## src/hw/rtl/dec_pkg.sv

```systemverilog
// ----------------------------------------------------------------------------
// dec_pkg
// Shared types and constants for the diagonal edge convolution block.
// ----------------------------------------------------------------------------
package dec_pkg;

    localparam int MAX_WIDTH  = 1024;
    localparam int MAX_HEIGHT = 4096;
    localparam int COL_W      = $clog2(MAX_WIDTH);
    localparam int ROW_W      = $clog2(MAX_HEIGHT);
    localparam int WID_W      = 11;
    localparam int HGT_W      = 13;
    localparam int CFG_W      = 13;
    localparam int PEND_W     = 11;
    localparam int CHAN_W     = 8;
    localparam int PIX_W      = 3 * CHAN_W;

    localparam logic [WID_W-1:0] MIN_WIDTH   = WID_W'(3);
    localparam logic [WID_W-1:0] WIDTH_LIMIT = WID_W'(MAX_WIDTH);
    localparam logic [HGT_W-1:0] MIN_HEIGHT  = HGT_W'(3);
    localparam logic [HGT_W-1:0] HGT_LIMIT   = HGT_W'(MAX_HEIGHT);
    localparam logic [WID_W-1:0] WIDTH_RESET = WID_W'(640);
    localparam logic [HGT_W-1:0] HGT_RESET   = HGT_W'(480);

    localparam logic signed [15:0] FULL_SCALE = 16'sd255;

    localparam logic REG_FRAME_WIDTH  = 1'b0;
    localparam logic REG_FRAME_HEIGHT = 1'b1;

    localparam logic CMD_PIXEL = 1'b0;
    localparam logic CMD_FLUSH = 1'b1;

    localparam logic PORT_A = 1'b0;
    localparam logic PORT_B = 1'b1;

    typedef struct packed {
        logic emit;
        logic pix;
        logic edge_op;
        logic par;
        logic src_bank;
        logic src_port;
        logic frame_end;
    } s1_ctrl_t;

endpackage

```

## src/hw/rtl/dec_lane.sv

```systemverilog
// ----------------------------------------------------------------------------
// dec_lane
// One color channel: diagonal edge kernel, gain, clamp and border bypass.
// ----------------------------------------------------------------------------
module dec_lane
    import dec_pkg::*;
(
    input  logic              edge_op,
    input  logic [CHAN_W-1:0] ul,
    input  logic [CHAN_W-1:0] ur,
    input  logic [CHAN_W-1:0] ll,
    input  logic [CHAN_W-1:0] lr,
    input  logic [CHAN_W-1:0] pass,
    output logic [CHAN_W-1:0] result
);

    logic signed [10:0] ul_s;
    logic signed [10:0] ur_s;
    logic signed [10:0] ll_s;
    logic signed [10:0] lr_s;
    logic signed [10:0] sum;
    logic signed [15:0] sum_x;
    logic signed [15:0] level;
    logic [CHAN_W-1:0]  clamped;

    always_comb
    begin
        ul_s  = {3'b000, ul};
        ur_s  = {3'b000, ur};
        ll_s  = {3'b000, ll};
        lr_s  = {3'b000, lr};
        sum   = ul_s - ur_s - ll_s + lr_s;
        sum_x = {{5{sum[10]}}, sum};
        // gain of 20 as 16 + 4
        level = FULL_SCALE - ((sum_x <<< 4) + (sum_x <<< 2));
        if (level < 16'sd0)
        begin
            clamped = '0;
        end
        else if (level > FULL_SCALE)
        begin
            clamped = '1;
        end
        else
        begin
            clamped = level[CHAN_W-1:0];
        end
        result = edge_op ? clamped : pass;
    end

endmodule
```

## config.mk

```make
export PLATFORM = sky130hd
export DESIGN_NAME = dec_lane
export DESIGN_NICKNAME = d
export VERILOG_FILES = /design/src/hw/rtl/dec_pkg.sv /design/src/hw/rtl/dec_lane.sv
export SDC_FILE = /design/constraint.sdc
export NUM_CORES = 1
export LEC_CHECK = 0
export BUFFER_PORTS_ARGS = -buffer_cell sky130_fd_sc_hd__buf_2
export CAP_MARGIN = 30
export CELL_PAD_IN_SITES_DETAIL_PLACEMENT = 1
export CELL_PAD_IN_SITES_GLOBAL_PLACEMENT = 1
export CORE_MARGIN = 2
export CORE_UTILIZATION = 30
export DETAILED_ROUTE_END_ITERATION = 12
export GPL_TIMING_DRIVEN = 1
export PLACE_DENSITY_LB_ADDON = 0.1
export SYNTH_ARGS = -nofsm -noshare
export SYNTH_HDL_FRONTEND = slang
export SYNTH_SLANG_ARGS = --single-unit
export TNS_END_PERCENT = 10
```

## constraint.sdc

```tcl
create_clock -name vclk -period 5.9
set_input_delay 0.59 -clock vclk [all_inputs]
set_output_delay 0.59 -clock vclk [all_outputs]
set_load 0.005 [all_outputs]
```

==> results of run 1 <==
## final timing paths
check / from / endpoint / slack, ps / depth (start not counted)
hold / removal: pass[1] / result[1] / 1480 / 4
setup / recovery: ur[1] / result[3] / -250 / 28
## layer usage
metal  wire, um  share of wire
met5          0              0
met4          0              0
met3        139          0.027
met2       2930           0.56
met1       2150           0.41
## area by class of cell
class / instances / area (um^2) / area share
timing repair buffer: 98 / 626 / 0.230
multi-input combinational: 190 / 1810 / 0.667
inverter: 50 / 190 / 0.0699
tap: 72 / 90.1 / 0.0331
## critical path, stage by stage
cell	delay, ps
buf_6	100
inv_4	50
ha_4	180
nor2b_1	130
o21ai_2	150
a21boi_2	90
o21a_1	200
nor2_2	130
xor2_1	180
fa_1	450
inv_2	80
ha_4	200
and3_4	170
a221o_1	340
nor2_4	140
xnor2_2	130
inv_1	70
ha_1	290
inv_2	40
ha_4	260
inv_1	60
o2bb2ai_2	120
a21oi_1	220
mux2i_1	140
or4_4	560
a21oi_4	210
a32oi_1	120
buf_2	150
## kinds of logic (layout without fill, tap and decap cells)
family | after synthesis | count (layout) | share of synthesized area
AND/OR/NAND/NOR | 52 | 52 | 0.156
adder cells (fa/ha/maj) | 45 | 45 | 0.358
AO/OA/AOI/OAI | 73 | 73 | 0.277
buffers and inverters | 50 | 148 | 0.107
XOR/XNOR | 18 | 18 | 0.0896
multiplexers | 2 | 2 | 0.0114
## through the flow
stage / instances / hold WS, ps
2_1_floorplan: 240 / 1240
3_3_place_gp: 406 / 1470
3_5_place_dp: 406 / 1480
4_1_cts: 409 / 1480
5_1_grt: 410 / 1500
6_report: 410 / 1480
## synthesized netlist by cell type (all sizes together)
cell / n
inv: 50
ha: 36
a21oi: 20
o21ai: 15
nor2: 13
xnor2: 12
nand2: 11
fa: 9
a211oi: 7
a21o: 6
nor2b: 6
xor2: 6
o21a: 5
a31oi: 4
nand3: 4
a32oi: 3
and2: 3
nand2b: 3
nor3: 3
o21bai: 3
or3: 3
and3: 2
mux2i: 2
or4: 2
a21boi: 1
a221o: 1
a221oi: 1
a311o: 1
a31o: 1
and4: 1
o211a: 1
o211ai: 1
o22ai: 1
o2bb2ai: 1
o32ai: 1
or2: 1
## what timing repair did
item                       4_1_cts  5_1_grt
pin swaps                       24       16
buffers inserted                 4        1
resized for setup               29       18
setup endpoints to repair        8        8
hold buffers                     0        0
==> flow_summary.yaml, run 1 <==
outcome:
  status: "finished with violations"
  violations: "setup timing"
die:
  die_area_um2: 6490
  core_area_um2: 5570
  ios: 49
  die_height_um: 80.6
  die_width_um: 80.6
  start_util: 0.316
  row_count: 27
hold_path:
  min_path_type: "input port to primary output"
global_route:
  grt_use_met1: 0.187
  grt_max_degree: 8
  grt-ovfl-total: 0
  grtUsageMet3: 0.00225
  grt_pass1_wl_um: 8620
  grtUsageMet2: 0.331
  antenna_found_initial: 0
  track_usage: 0.158
  grt-busiest-layer: "met2"
  grt_pass1_vias: 2062
timing:
  worst_pin_slew_ps: 557
  fmax_ghz: 0.163
  period_minus_slack_ps: 6150
  maxSlewViolCount: 0
  hold_viol: 0
  setup_viol: 8
  rsz0062_at_grt: "true"
  max-slew-margin-rel: 0.625
  fin_setup_tns_ps: -1920
  setup_slack_ps: -251
  fin_crit_sh: 1.04
synth:
  syn-num-nets: 326
  synth_area_per_cell_um2: 7.33
  yosys-top-cells-area: "ha_1 (26%), inv_1 (11%), fa_1 (10%)"
  yosysWarnings: 0
  synth_area_um2: 1760
  synth_top_area_frac: 0.256
  synth_area_leader_cell: "ha_1"
  yosysUniqueCellTypes: 43
  syn_inst: 240
  ys_seq_area_frac: 0
route:
  wl_per_cell_um: 12.7
  viasPerCell: 4.98
  dr.first_iter.drc_count: 48
  ant_nets: 0
  drc: 0
  wirelength_um: 5220
  firstDrtPassIters: 4
  num_vias: 2040
layout:
  n_sequential_cell: 0
  nFillCells: 724
  nClkBuffers: 0
  nets: 426
  drive_above_1_share: 0.420
  seqCellArea_um2: 0
  diodes: 0
  layout_commonest_cell: "buf_4"
  area.growth.synth_to_final_pct: 54.6
  final_core_util: 0.488
  layout_common_cells: "buf_4 (49), inv_1 (47), buf_2 (47)"
  final_cell_area_um2: 2720
flow_run:
  timing.max_cap.violations: 0
critical_path:
  cp.arrival_ps: 5560
  worstPathRequired_ps: 5310
  cp-end-kind: "primary output"
  cp_max_fo: 6
  start_kind: "input port"
  path_class: "input port to primary output"
placement:
  place.gp.congestion: 0.733
  dp_slack_ps: -601
  place_area_um2: 2480
  numPortBuffers: 49
  dp_hpwl_um: 4320
Power of run 1 is not shown: default switching activity piles up to over one toggle a cycle in this logic, so the estimate is an artifact.
==> run 2, diff against run 1 <==
CORE_UTILIZATION = 36   (was 30)
==> run 2 against run 1 <==
Non-clock buffer count down 3. Final area decreased by 2.1%. Global-route usage rose by 2.9 points. Final cell count down 2.0%. First-iteration DRC count shrank 79%. Critical endpoint is now result[4]. Hold slack improved by 4.2 ps. Via count down 2.4%. Worst setup slack got worse by 98 ps. The run still ends with setup timing left. Critical path type unchanged. Die area fell by 16%.
==> flow_summary.yaml, run 2 (synthesis gave the netlist of run 1 again) <==
route:
  firstDrtPassIters: 4
  drc: 0
  dr.first_iter.drc_count: 10
  viasPerCell: 4.96
  ant_nets: 0
  wirelength_um: 5170
  num_vias: 1992
  wl_per_cell_um: 12.9
timing:
  setup_slack_ps: -349
  period_minus_slack_ps: 6250
  setup_viol: 8
  fin_setup_tns_ps: -2660
  fmax_ghz: 0.160
  fin_crit_sh: 1.06
  max-slew-margin-rel: 0.695
  rsz0062_at_grt: "true"
  hold_viol: 0
  maxSlewViolCount: 0
  worst_pin_slew_ps: 453
placement:
  place.gp.congestion: 0.784
  dp_hpwl_um: 4520
  numPortBuffers: 49
  place_area_um2: 2450
layout:
  area.growth.synth_to_final_pct: 51.4
  nFillCells: 612
  final_cell_area_um2: 2660
  drive_above_1_share: 0.421
  nets: 423
  n_sequential_cell: 0
  diodes: 0
  layout_common_cells: "buf_2 (47), inv_1 (46), buf_4 (46)"
  seqCellArea_um2: 0
  layout_commonest_cell: "buf_2"
  nClkBuffers: 0
die:
  core_area_um2: 4720
  ios: 49
  die_width_um: 73.9
  die_area_um2: 5460
  row_count: 25
  start_util: 0.372
  die_height_um: 73.9
global_route:
  antenna_found_initial: 0
  grt_pass1_vias: 2069
  grt_max_degree: 8
  track_usage: 0.187
  grt-ovfl-total: 0
  grt_pass1_wl_um: 8430
critical_path:
  cpMostUsedCell: "ha_4"
  slowest_delay_ps: 430
  start_kind: "input port"
  slowest_stage: "fa_1"
  worstPathRequired_ps: 5310
  path_class: "input port to primary output"
  cp-end-kind: "primary output"
  cp.arrival_ps: 5660
  cp_max_fo: 5
hold_path:
  min_path_type: "input port to primary output"
outcome:
  violations: "setup timing"
  status: "finished with violations"
flow_run:
  timing.max_cap.violations: 0
[run 2: cell types whose count changed in the layout (fill, tap and decap cells not counted), sizes merged]
cell,previous run,this run
buf,98,95
[run 2: stage by stage]
stage / setup WS, ps / util / hold slack (ps) / std cells
after floorplan: 10.2 / - / 1240 / 240
after global placement: -464 / 0.520 / 1470 / 399
after detailed placement: -660 / 0.520 / 1490 / 399
after CTS: -404 / 0.543 / 1490 / 401
after global routing: -599 / 0.564 / 1510 / 402
final: -349 / 0.564 / 1480 / 402
[run 2: what timing repair did]
action / CTS / global route
pin swaps: 24 / 22
setup endpoints to repair: 8 / 8
gates cloned: 0 / 0
hold buffers: 0 / 0
resized for setup: 25 / 21
buffers inserted: 3 / 1
[run 2: final timing paths]
kind  cells after the start     from        end
max                      27    ul[0]  result[4]
min                       4  pass[0]  result[0]
[run 2: final cells by class]
type,count,area [um^2],area share
multi-input combinational,190,1780,0.669
tap,67,83.8,0.0315
timing repair buffer,95,607,0.228
inverter,50,190,0.0714
[run 2: per-layer routing]
metal / vias to the layer above / GRT usage / part of all wire
met5: - / 0 / 0
met4: 0 / 0.00808 / 0
met2: 32 / 0.415 / 0.59
met1: 936 / 0.200 / 0.39
li1: 1024 / - / -
met3: 0 / 0.00137 / 0.020
[run 2: worst max-delay path: cells and delay by family]
family          cells  cell delay, ps
simple gates        6            1150
xor+xnor            1             260
compound gates      9            1450
fa+ha+maj           6            1710
buf+inv             5             480
Power of run 2 is left out for the same reason.
==> run 3, diff against run 2 <==
--- a/config.mk
+++ b/config.mk
@@ -14,5 +14,5 @@
 export DETAILED_ROUTE_END_ITERATION = 12
 export GPL_TIMING_DRIVEN = 1
-export PLACE_DENSITY_LB_ADDON = 0.1
+export PLACE_DENSITY = 0.84
 export SYNTH_ARGS = -nofsm -noshare
 export SYNTH_HDL_FRONTEND = slang
==> constraint.sdc (replaced) <==
create_clock -name vclk -period 5.9
set_input_delay 0.59 -clock vclk [all_inputs]
set_output_delay 0.59 -clock vclk [all_outputs]
set_load 0.05 [all_outputs]
==> run 3 against run 2 <==
The run still ends with setup timing left. Global-route usage up 8.5 points. Worst setup slack worse by 390 ps. Hold slack better by 60 ps. Via count up 10%. Sequential cell count unchanged. First-iteration DRC count rose to 8.5 times the previous value. Non-clock buffer count up 3. Core utilization up 7.4 points. Clock-buffer cell count unchanged. Critical endpoint is now result[7].
==> flow_summary.yaml, run 3 (synthesis gave the netlist of run 1 again) <==
hold_path:
  min_to: "result[1]"
  min-delay-start: "pass[1]"
  min_path_type: "input port to primary output"
  hold_depth: 4
placement:
  numPortBuffers: 49
  place_area_um2: 2660
  dp_hpwl_um: 5090
  place.gp.congestion: 0.800
die:
  start_util: 0.372
  die_area_um2: 5460
  core_area_um2: 4720
  die_width_um: 73.9
  die_height_um: 73.9
  row_count: 25
  ios: 49
route:
  firstDrtPassIters: 4
  wirelength_um: 8130
  dr.first_iter.drc_count: 85
  wl_per_cell_um: 20.1
  drc: 0
  num_vias: 2197
  ant_nets: 0
  viasPerCell: 5.42
layout:
  nClkBuffers: 0
  diodes: 0
  n_sequential_cell: 0
  area.growth.synth_to_final_pct: 71.3
  multi_input_area_um2: 2010
  nets: 426
  nFillCells: 558
  final_cell_area_um2: 3010
  layout_common_cells: "buf_4 (46), inv_1 (42), buf_2 (39)"
  seqCellArea_um2: 0
  layout_commonest_cell: "buf_4"
  drive_above_1_share: 0.497
timing:
  rsz0062_at_grt: "true"
  period_minus_slack_ps: 6640
  max-slew-margin-rel: 0.646
  fmax_ghz: 0.151
  setup_viol: 8
  setup_slack_ps: -740
  hold_viol: 0
  worst_pin_slew_ps: 529
  fin_crit_sh: 1.13
  maxSlewViolCount: 0
global_route:
  grt-ovfl-total: 0
  grt_pass1_wl_um: 11600
  track_usage: 0.273
  antenna_found_initial: 0
  grt_pass1_vias: 2474
  grt_max_degree: 8
critical_path:
  cpMostUsedCell: "ha_4"
  slowest_delay_ps: 580
  path_class: "input port to primary output"
  cp.arrival_ps: 6050
  worstPathRequired_ps: 5310
  start_kind: "input port"
  cp-end-kind: "primary output"
  slowest_stage: "fa_1"
  cp_max_fo: 5
outcome:
  violations: "setup timing"
  status: "finished with violations"
flow_run:
  timing.max_cap.violations: 0
cts:
  postCtsHoldBufs: 0
-- run 3: cell count changes in the layout (fill, tap and decap cells not counted), sizes merged --
cell / change
buf: +3
-- run 3: per-layer routing --
layer	wire, um	global-route usage	vias up
met5	0	0	-
met4	157	0.0606	0
met3	212	0.00686	16
met2	4470	0.543	59
met1	3290	0.319	1089
li1	-	-	1033
-- run 3: layout make-up --
cell class	instances	area share
Inverter	50	0.0664
Timing Repair Buffer	98	0.240
Tap cell	67	0.0278
Multi-Input combinational cell	190	0.666
-- run 3: critical path: cells and delay by family --
kind	cells	cell delay [ps]
buf+inv	6	620
compound gates	10	1660
xor+xnor	2	310
fa+ha+maj	5	1500
simple gates	6	1340
-- run 3: worst max path at each step --
stage	from	to	slack, ps	depth (start not counted)
global route	ur[1]	result[4]	-860	28
detailed placement	ur[1]	result[3]	-820	28
finish	ur[1]	result[7]	-740	29
floorplan	ur[1]	result[2]	-230	26
CTS	ur[1]	result[3]	-460	29
global placement	ur[1]	result[5]	-620	29
-- run 3: stage by stage --
step                      setup slack [ps]  setup TNS (ps)  utilization  hold slack [ps]  cells
after floorplan                       -230           -1370            -             1340    240
after global placement                -619           -4610        0.564             1570    396
after detailed placement              -824           -6300        0.564             1580    396
after CTS                             -465           -3500        0.607             1530    400
after global routing                  -856           -6480        0.638             1550    405
final                                 -740           -5520        0.638             1540    405
-- run 3: repair_timing --
item / in CTS / in global routing
setup endpoints to repair: 8 / 8
resized for setup: 46 / 23
setup buffers: 4 / 5
pin swaps: 32 / 25
Power of run 3 is left out for the same reason.
